### src/rtl/lsp_pkg.sv
`timescale 1ns / 1ps

package lsp_pkg;

   localparam int DEF_STORE_WORDS  = 65536;
   localparam int DEF_SAMPLE_BITS  = 16;
   localparam int MAX_SAMPLE_BITS  = 24;

   localparam int LEN_BITS         = 17;
   localparam int POS_BITS         = 16;
   localparam int SEEK_BITS        = 24;
   localparam int MIX_BITS         = 16;
   localparam int GAIN_BITS        = 15;
   localparam int GAIN_FRAC        = 14;
   localparam int ROUND_HALF       = 8192;
   localparam int MAX_LOOP         = 65536;
   localparam int MIX_MAX          = 32767;
   localparam int MIX_MIN          = -32768;
   localparam int QUEUE_DEPTH      = 2;

   localparam int REQ_DATA_BITS    = 88;
   localparam int RSP_DATA_BITS    = 48;
   localparam int OP_BITS          = 2;
   localparam int CSR_INDEX_BITS   = 2;

   localparam logic [OP_BITS-1:0] OP_LOAD   = 2'd0;
   localparam logic [OP_BITS-1:0] OP_RENDER = 2'd1;
   localparam logic [OP_BITS-1:0] OP_SEEK   = 2'd2;

   localparam logic [CSR_INDEX_BITS-1:0] CSR_STEREO  = 2'd0;
   localparam logic [CSR_INDEX_BITS-1:0] CSR_LOOP    = 2'd1;
   localparam logic [CSR_INDEX_BITS-1:0] CSR_REVERSE = 2'd2;
   localparam logic [CSR_INDEX_BITS-1:0] CSR_GAIN    = 2'd3;

   localparam logic [LEN_BITS-1:0]  LOOP_RESET = 17'd65536;
   localparam logic [GAIN_BITS-1:0] GAIN_RESET = 15'd16384;

   typedef enum logic [1:0] {
      CMD_LOAD,
      CMD_RENDER,
      CMD_SEEK
   } cmd_kind_type;

   typedef struct packed {
      cmd_kind_type               kind;
      logic [15:0]                load_address;
      logic signed [15:0]         load_sample;
      logic                       seek_neg;
      logic [SEEK_BITS-1:0]       seek_mag;
      logic signed [MIX_BITS-1:0] left_mix;
      logic signed [MIX_BITS-1:0] right_mix;
   } cmd_type;

   typedef struct packed {
      logic                 stereo_mode;
      logic                 reverse_play;
      logic [GAIN_BITS-1:0] gain;
      logic [LEN_BITS-1:0]  loop_len;
   } cfg_type;

   typedef enum logic [2:0] {
      ST_IDLE,
      ST_SEEK,
      ST_WRAP,
      ST_RD_L,
      ST_RD_R,
      ST_MUL,
      ST_MIX
   } back_state_type;

endpackage

### src/rtl/lsp_front.sv
`timescale 1ns / 1ps

module lsp_front #(
   parameter int STORE_WORDS = lsp_pkg::DEF_STORE_WORDS
) (
   input  logic                               req_tvalid,
   output logic                               req_tready,
   input  logic [lsp_pkg::REQ_DATA_BITS-1:0]  req_tdata,
   input  logic [lsp_pkg::OP_BITS-1:0]        req_tuser,
   input  logic                               queue_full,
   output logic                               push,
   output lsp_pkg::cmd_type                   cmd
);

   logic [15:0]                     addr;
   logic signed [23:0]              seek_pos;
   logic                            keep;

   assign addr     = req_tdata[15:0];
   assign seek_pos = $signed(req_tdata[55:32]);

   assign req_tready = !queue_full;

   always_comb begin
      cmd.kind         = lsp_pkg::CMD_LOAD;
      cmd.load_address = addr;
      cmd.load_sample  = $signed(req_tdata[31:16]);
      cmd.seek_neg     = seek_pos[23];
      cmd.seek_mag     = seek_pos[23] ? 24'(24'd0 - req_tdata[55:32]) : req_tdata[55:32];
      cmd.left_mix     = $signed(req_tdata[71:56]);
      cmd.right_mix    = $signed(req_tdata[87:72]);
      keep             = 1'b0;
      case (req_tuser)
         lsp_pkg::OP_LOAD: begin
            cmd.kind = lsp_pkg::CMD_LOAD;
            // loads beyond the store are dropped here
            keep     = (32'(addr) < 32'(STORE_WORDS));
         end
         lsp_pkg::OP_RENDER: begin
            cmd.kind = lsp_pkg::CMD_RENDER;
            keep     = 1'b1;
         end
         lsp_pkg::OP_SEEK: begin
            cmd.kind = lsp_pkg::CMD_SEEK;
            keep     = 1'b1;
         end
         default: begin
            keep = 1'b0;
         end
      endcase
   end

   assign push = req_tvalid && !queue_full && keep;

endmodule

### config.mk
export PLATFORM = sky130hd
export DESIGN_NAME = lsp_front
export DESIGN_NICKNAME = d
export VERILOG_FILES = /design/src/rtl/lsp_pkg.sv /design/src/rtl/lsp_front.sv
export SDC_FILE = /design/constraint.sdc
export NUM_CORES = 1
export LEC_CHECK = 0
export BUFFER_PORTS_ARGS = -buffer_cell sky130_fd_sc_hd__buf_4
export CORE_AREA = 2 2 72 74
export DETAILED_ROUTE_END_ITERATION = 12
export DIE_AREA = 0 0 74 76
export PLACE_DENSITY_LB_ADDON = 0.3
export REMOVE_ABC_BUFFERS = 1
export SLEW_MARGIN = 20
export SYNTH_ARGS = -nofsm -noshare
export SYNTH_HDL_FRONTEND = slang
export SYNTH_SLANG_ARGS = --single-unit
### constraint.sdc
create_clock -name vclk -period 2.8
set_input_delay 0.42 -clock vclk [all_inputs]
set_output_delay 0.42 -clock vclk [all_outputs]
set_load 0.1 [all_outputs]
==> qor.csv <==
metric;value;unit
post-synthesis compound-gate area fraction;0.135;
Die Ht;76;um
Cell Area, Synth;1070;sq um
CP arrival;2130;ps
Placed Instances;203;
Hold-fix buffers, CTS;0;
Post-Syn Area per Cell;7.55;sq um
sequential area share after synthesis;0;
Worst Path Class, Setup;input pin to output pin;
first-pass GRT wire length;8870;um
Synth Area in Adders;0.0117;
layout cell share with drive strength beyond 1;0.519;
peak supply drop;149;uV
max-slew violation count;0;
fmax;393;MHz
post-route cell area;1100;sq um
largest family of logic cells by synthesized area;buffers and inverters;
Yosys cell types;29;
Setup Buffers After CTS;0;
die width;74;um
Starting Density;0.218;
crit-path max FO;3;
status;completed;
initial antenna violation count;0;
Leak;0.452;nW
yosys warns;0;
Antenna Diode Count;0;
RSZ-0062 raised after global routing;false;
WL per Instance;36.1;um
num sequential;0;
IO Pins;185;
fin crit period;2550;ps
worst hold path type;input pin to output pin;
Max Cap Violations;0;
Synth Area in Simple Gates;0.202;
nets;228;
dominant cells by area after synthesis;buf_4 46%, xnor2_1 17%, nand2_1 3.5%;
worst endpoint required time;2380;ps
HP Start;req_tdata[0];
Hold Crit Depth;0;
Synth Instances;142;
grt total ovfl;0;
Final Cycle Share;0.909;
most frequent cells in the layout;59 x buf_4, 21 x xnor2_1, 10 x nand2_1;
die area;5620;sq um
Min-Delay Endpoint;cmd[73];
post-synthesis mux area share;0;
crit start category;input pin;
drt drc;0;
area grow syn2layout;2.57;%
fillers;561;
multi-input logic area;558;sq um
register area;0;sq um
Antenna Violating Nets Remaining;0;
vias in the first global route;863;
worst setup margin;255;ps
routability cong.;0.928;
CLK BUF;0;
DR vias/cell;4.61;
DRC violation total after the first TritonRoute iteration;30;
via count;936;
All-Layer GR Usage;0.245;
routed wire length;7340;um
Post-DP Area;1100;sq um
PostCTS Resize Cnt;0;
commonest non-fill, non-tap cell in the layout;buf_4;
# rows;26;
Fin. Hold Viols;0;
Yosys top cell by area;buf_4;
worst slew pin tran;388;ps
post-synth top area share;0.462;
Setup-failing EPs final;0;
drt first pass iters;4;
port buffer count;57;
largest net degree at the start of global routing;26;
Pwr Density;416;nW/um^2
Core ar.;4910;sq um
Rel. slew slack;0.739;
Non-Filler Instances;203;
CP Capture Type;output pin;
Post-Synth XOR/XNOR Area;0.172;
dpl ws;248;ps
Setup TNS;0;ps
crit path from;req_tdata[50];
post-detail-place hpwl;6940;um
[stage by stage]
step | hold slack [ps] | utilization | power, W
after floorplan | 840 | - | 0.000327
after global placement | 841 | 0.224 | 0.000458
after detailed placement | 841 | 0.224 | 0.000458
after CTS | 841 | 0.224 | 0.000459
after global routing | 841 | 0.224 | 0.000473
final | 841 | 0.224 | 0.000458
[worst max-delay path by stage]
stage,end,cells past startpoint
CTS,cmd[50],7
finish,cmd[53],6
global route,cmd[50],7
detailed placement,cmd[50],7
global placement,cmd[50],7
floorplan,cmd[55],3
[power by group]
part	leakage [nW]	switching (W)	total, W	internal, W
Sequential	0	0	0	0
Combinational	0.452	0.000352	0.000458	0.000106
Clock	0	0	0	0
Total	0.452	0.000352	0.000458	0.000106
[routing by layer]
layer	GRT usage	vias to the layer above	share of wire
li1	-	396	-
met4	0.0200	0	0.010
met2	0.442	166	0.51
met3	0.356	4	0.32
met5	0.0808	-	0
met1	0.114	370	0.16
[synthesized netlist by cell type, drive strengths merged]
cell type,n
xnor2,21
and3,1
o41ai,6
o21ai,8
nand3,2
ha,1
nor4,5
clkbuf,1
o31ai,3
nor2,1
nor3,1
nand2b,3
nor2b,3
nand4,1
nand2,10
or2,1
nand3b,1
buf,67
or4,3
inv,3
[logic make-up after synthesis]
kind of cell,after synthesis
buffers and inverters,71
and+or+nand+nor,32
xor gates and xnor gates,21
adders and majority gates,1
AOI/OAI and AO/OA,17
[critical path, cell delays in order]
cell and delay, ps:
buf_4 120, or4_4 550, or2_4 260, o41ai_4 310, xnor2_1 160, buf_4 310
[layout make-up]
type | count | share of cell area
multi-input combinational | 71 | 0.507
timing repair buffer | 59 | 0.403
tap | 70 | 0.0796
inverter | 3 | 0.0102
Power figures use the tool's default switching activity.
