`src/rtl/lsp_pkg.sv`:
```
`timescale 1ns / 1ps

package lsp_pkg;

   localparam int DEF_STORE_WORDS  = 65536;
   localparam int DEF_SAMPLE_BITS  = 16;
   localparam int MAX_SAMPLE_BITS  = 24;

   localparam int LEN_BITS         = 17;
   localparam int POS_BITS         = 16;
   localparam int SEEK_BITS        = 24;
   localparam int MIX_BITS         = 16;
   localparam int GAIN_BITS        = 15;
   localparam int GAIN_FRAC        = 14;
   localparam int ROUND_HALF       = 8192;
   localparam int MAX_LOOP         = 65536;
   localparam int MIX_MAX          = 32767;
   localparam int MIX_MIN          = -32768;
   localparam int QUEUE_DEPTH      = 2;

   localparam int REQ_DATA_BITS    = 88;
   localparam int RSP_DATA_BITS    = 48;
   localparam int OP_BITS          = 2;
   localparam int CSR_INDEX_BITS   = 2;

   localparam logic [OP_BITS-1:0] OP_LOAD   = 2'd0;
   localparam logic [OP_BITS-1:0] OP_RENDER = 2'd1;
   localparam logic [OP_BITS-1:0] OP_SEEK   = 2'd2;

   localparam logic [CSR_INDEX_BITS-1:0] CSR_STEREO  = 2'd0;
   localparam logic [CSR_INDEX_BITS-1:0] CSR_LOOP    = 2'd1;
   localparam logic [CSR_INDEX_BITS-1:0] CSR_REVERSE = 2'd2;
   localparam logic [CSR_INDEX_BITS-1:0] CSR_GAIN    = 2'd3;

   localparam logic [LEN_BITS-1:0]  LOOP_RESET = 17'd65536;
   localparam logic [GAIN_BITS-1:0] GAIN_RESET = 15'd16384;

   typedef enum logic [1:0] {
      CMD_LOAD,
      CMD_RENDER,
      CMD_SEEK
   } cmd_kind_type;

   typedef struct packed {
      cmd_kind_type               kind;
      logic [15:0]                load_address;
      logic signed [15:0]         load_sample;
      logic                       seek_neg;
      logic [SEEK_BITS-1:0]       seek_mag;
      logic signed [MIX_BITS-1:0] left_mix;
      logic signed [MIX_BITS-1:0] right_mix;
   } cmd_type;

   typedef struct packed {
      logic                 stereo_mode;
      logic                 reverse_play;
      logic [GAIN_BITS-1:0] gain;
      logic [LEN_BITS-1:0]  loop_len;
   } cfg_type;

   typedef enum logic [2:0] {
      ST_IDLE,
      ST_SEEK,
      ST_WRAP,
      ST_RD_L,
      ST_RD_R,
      ST_MUL,
      ST_MIX
   } back_state_type;

endpackage

```
`src/rtl/lsp_queue.sv`:
```
`timescale 1ns / 1ps

module lsp_queue (
   input  logic             clock,
   input  logic             reset,
   input  logic             push,
   input  lsp_pkg::cmd_type push_cmd,
   input  logic             pop,
   output logic             full,
   output logic             head_valid,
   output lsp_pkg::cmd_type head_cmd
);

   localparam int PtrW = (lsp_pkg::QUEUE_DEPTH > 1) ? $clog2(lsp_pkg::QUEUE_DEPTH) : 1;
   localparam int CntW = $clog2(lsp_pkg::QUEUE_DEPTH + 1);

   lsp_pkg::cmd_type slot_ff [lsp_pkg::QUEUE_DEPTH];
   logic [PtrW-1:0]  wr_ptr_ff, wr_ptr_in;
   logic [PtrW-1:0]  rd_ptr_ff, rd_ptr_in;
   logic [CntW-1:0]  count_ff, count_in;

   always_comb begin
      wr_ptr_in = wr_ptr_ff;
      rd_ptr_in = rd_ptr_ff;
      count_in  = count_ff;
      if (push) begin
         wr_ptr_in = (wr_ptr_ff == PtrW'(lsp_pkg::QUEUE_DEPTH - 1)) ? '0 : wr_ptr_ff + 1'b1;
      end
      if (pop) begin
         rd_ptr_in = (rd_ptr_ff == PtrW'(lsp_pkg::QUEUE_DEPTH - 1)) ? '0 : rd_ptr_ff + 1'b1;
      end
      if (push && !pop) begin
         count_in = count_ff + 1'b1;
      end else if (pop && !push) begin
         count_in = count_ff - 1'b1;
      end
   end

   always_ff @(posedge clock) begin
      if (reset) begin
         wr_ptr_ff <= '0;
         rd_ptr_ff <= '0;
         count_ff  <= '0;
      end else begin
         wr_ptr_ff <= wr_ptr_in;
         rd_ptr_ff <= rd_ptr_in;
         count_ff  <= count_in;
      end
   end

   always_ff @(posedge clock) begin
      if (push) begin
         slot_ff[wr_ptr_ff] <= push_cmd;
      end
   end

   assign full       = (count_ff == CntW'(lsp_pkg::QUEUE_DEPTH));
   assign head_valid = (count_ff != '0);
   assign head_cmd   = slot_ff[rd_ptr_ff];

   assert property (@(posedge clock) disable iff (reset) pop |-> count_ff != '0)
      else $error("queue popped while empty");
   assert property (@(posedge clock) disable iff (reset)
      push |-> count_ff != CntW'(lsp_pkg::QUEUE_DEPTH))
      else $error("queue pushed while full");
   assert property (@(posedge clock) disable iff (reset)
      (push && !pop) |=> count_ff == $past(count_ff) + 1'b1)
      else $error("queue count lost a push");

endmodule

```
`config.mk`:
```
export PLATFORM = sky130hd
export DESIGN_NAME = lsp_queue
export DESIGN_NICKNAME = d
export VERILOG_FILES = /design/src/rtl/lsp_pkg.sv /design/src/rtl/lsp_queue.sv
export SDC_FILE = /design/constraint.sdc
export NUM_CORES = 1
export LEC_CHECK = 0
export ABC_AREA = 1
export BUFFER_PORTS_ARGS = -buffer_cell sky130_fd_sc_hd__buf_4
export CORE_MARGIN = 8
export CORE_UTILIZATION = 30
export CTS_CLUSTER_DIAMETER = 50
export DETAILED_ROUTE_END_ITERATION = 7
export PLACE_DENSITY_LB_ADDON = 0.15
export REMOVE_ABC_BUFFERS = 1
export SYNTH_ARGS = -nofsm -noshare
export SYNTH_HDL_FRONTEND = slang
export SYNTH_SLANG_ARGS = --single-unit
export TNS_END_PERCENT = 50
```
`constraint.sdc`:
```
create_clock -name clock -period 7.2 [get_ports clock]
set_input_delay 1.44 -clock clock [delete_from_list [all_inputs] [get_ports clock]]
set_output_delay 1.44 -clock clock [all_outputs]
set_load 0.01 [all_outputs]
```
==> impl_metrics.env <==
export IMPL_outcome="finished, final reports clean"
export IMPL_syn_area_per_cell_um2=22.9
export IMPL_gp_congestion=0.678
export IMPL_drcViolationCount=0
export IMPL_ir_drop_mv=0.129
export IMPL_critPathLaunchType="register"
export IMPL_rows=57
export IMPL_synth_warning_count=0
export IMPL_io_buffers=187
export IMPL_clock_path_buffers=2
export IMPL_clkTransAtPathRegs_ps=70
export IMPL_antenna_found_initial=0
export IMPL_ys_types=16
export IMPL_skew_ps=8.62
export IMPL_clk_insertion_delay_late_ps=420
export IMPL_power_internal_w=0.00190
export IMPL_fp_dieH_um=171
export IMPL_setup_violations=0
export IMPL_dp_hpwl_um=10200
export IMPL_grt_pass1_wl_um=22400
export IMPL_worst_pin_slew_ps=1030
export IMPL_cp_required_ps=5760
export IMPL_synthCells=316
export IMPL_fin_crit_sh_pct=58.6
export IMPL_powerDensity_nw_per_um2=264
export IMPL_utilization_pct=39.4
export IMPL_grt_remaining_overflow=0
export IMPL_place_ws_ps=3350
export IMPL_rsz0062_at_grt="false"
export IMPL_p_seq_share_pct=51.6
export IMPL_arrival_ps=2780
export IMPL_cts_root_buf="clkbuf_16"
export IMPL_drive_gt1_share_pct=59.5
export IMPL_cts_max_level=4
export IMPL_pwr_share_comb_pct=12.7
export IMPL_post_cts_setup_buffers=0
export IMPL_core_area_um2=24000
export IMPL_cts_resized=0
export IMPL_p_sw_w=0.000595
export IMPL_whs_ps=522
export IMPL_antenna_left=0
export IMPL_detail_route_vias_per_cell=4.11
export IMPL_fin_nets=612
export IMPL_slew_violations=0
export IMPL_cap_viol_max_count=0
export IMPL_place_inst=821
export IMPL_wirelength_um=15100
export IMPL_grtUsageTotal_pct=10.3
export IMPL_drtIter0Drc=120
export IMPL_hold_class="reg -> reg"
export IMPL_hold_buffers=0
export IMPL_tritoncts="built"
export IMPL_cts_sinks=187
export IMPL_pin_count=188
export IMPL_antennaDiodeCount=0
export IMPL_syn_cell_area_um2=7250
export IMPL_wl_per_cell_um=17.7
export IMPL_cts_inserted_buffers=17
export IMPL_vias=3503
export IMPL_grt_pass1_vias=3975
export IMPL_seq_area_um2=5570
export IMPL_die_area_um2=29400
export IMPL_synth_yosys_seq_area_share_pct=76.8
export IMPL_p_leak_nw=3.71
export IMPL_finalHoldViolCount=0
export IMPL_min_period_ps=4220
export IMPL_maxSlewHeadroom_pct=31.1
export IMPL_initial_utilization_pct=30.1
export IMPL_max_freq_ghz=0.237
export IMPL_multi_input_area_um2=1460
export IMPL_synth_seq_cells=187
export IMPL_fin_ws_ps=2980
export IMPL_grt_max_degree=58
export IMPL_dr_pass1_iters=4
export IMPL_clock_power_share_pct=35.7
export IMPL_instances_no_fill=853
export IMPL_p_sw_share_pct=23.8
export IMPL_crit_fanout=51
export IMPL_crit_type="reg -> out"
export IMPL_dieWidth_um=171
export IMPL_area_growth_pct=30.6
export IMPL_critPathCaptureType="output pin"
export IMPL_setup_tns_ps=0
export IMPL_fill_cells=2223
## through the flow
step | area [µm²] | total power [W]
floorplan | 7050 | 0.00150
global placement | 8910 | 0.00164
detailed placement | 8910 | 0.00164
CTS | 9470 | 0.00254
global route | 9470 | 0.00261
finish | 9470 | 0.00250
## layer usage
layer / global-route usage (%) / routed length [µm]
met1: 11.7 / 6210
met2: 17.4 / 7610
met3: 3.70 / 1120
met4: 4.20 / 186
met5: 0 / 0
## power by group through the flow
stage	logic, W	clock network (W)	registers [W]
final	0.000318	0.000891	0.00129
after floorplan	0.000175	0	0.00132
after global routing	0.000343	0.000969	0.00130
after global placement	0.000323	0	0.00131
after detailed placement	0.000327	0	0.00132
after CTS	0.000328	0.000925	0.00129
## cells in the mapped netlist
library cell / count / share of area (%)
xnor2_1: 1 / 0.12
nand3_1: 1 / 0.069
buf_6: 1 / 0.16
mux2_4: 90 / 19
nor3_1: 1 / 0.069
nor2_1: 6 / 0.31
inv_1: 9 / 0.47
nand2_1: 6 / 0.31
edfxtp_1: 182 / 75
ha_1: 1 / 0.17
buf_12: 9 / 2.5
o21ai_0: 1 / 0.069
nand4_1: 1 / 0.086
mux2_2: 1 / 0.16
a21oi_1: 1 / 0.069
dfxtp_1: 5 / 1.4
## flip-flops by register name, summed over array words and instances, names as in the netlist, named ones only
signal / cells
slot_ff: 182
count_ff: 2
rd_ptr_ff: 1
wr_ptr_ff: 1
## layout by cell type, fill, tap and decap left out
master and n:
nor2_4 1, ha_1 1, nand4_1 1, clkinv_4 4, nand3_1 1, inv_6 4
dfxtp_1 4, inv_8 3, nor3_1 1, inv_4 1, inv_1 8, clkbuf_16 17
mux2_2 1, clkinv_1 1, buf_4 191, clkbuf_1 1, o21ai_0 1, edfxtp_1 182
nand2_1 6, dfxtp_4 1, xnor2_1 1, clkinv_8 1, nor2_1 5, clkinv_2 1
a21oi_1 1, mux2_4 90
## worst max-delay path, stage by stage (launching register included)
cell and delay, ps:
dfxtp_4 990, buf_4 740, mux2_4 370, buf_4 150
## path summary, 6_finish.rpt
kind                           from                      end  slack (ps)  depth (start not counted)
max                        register             head_cmd[57]        2980                          3
min          rd_ptr_ff$_SDFFE_PP0P_   rd_ptr_ff$_SDFFE_PP0P_         520                          2
max reg2reg  wr_ptr_ff$_SDFFE_PP0P_  slot_ff[1][8]$_DFFE_PP_        5160                          3
min reg2reg  rd_ptr_ff$_SDFFE_PP0P_   rd_ptr_ff$_SDFFE_PP0P_         520                          2
## area by class of cell
class,count,area share (%)
clock inverters,14,1.36
well taps,324,4.28
flip-flops and latches,187,58.8
repair buffers,191,15.1
inverters,9,0.383
clock buffers,18,4.53
multi-input cells,110,15.5
## cell families after synthesis
kind of cell	after synthesis	share of synthesized area (%)
xor gates and xnor gates	1	0.121
AOI/OAI and AO/OA	2	0.138
and+or+nand+nor	15	0.846
buffers and inverters	19	3.11
DFF	187	76.8
adders and majority gates	1	0.173
muxes	91	18.8
Power figures use the tool's default switching activity.
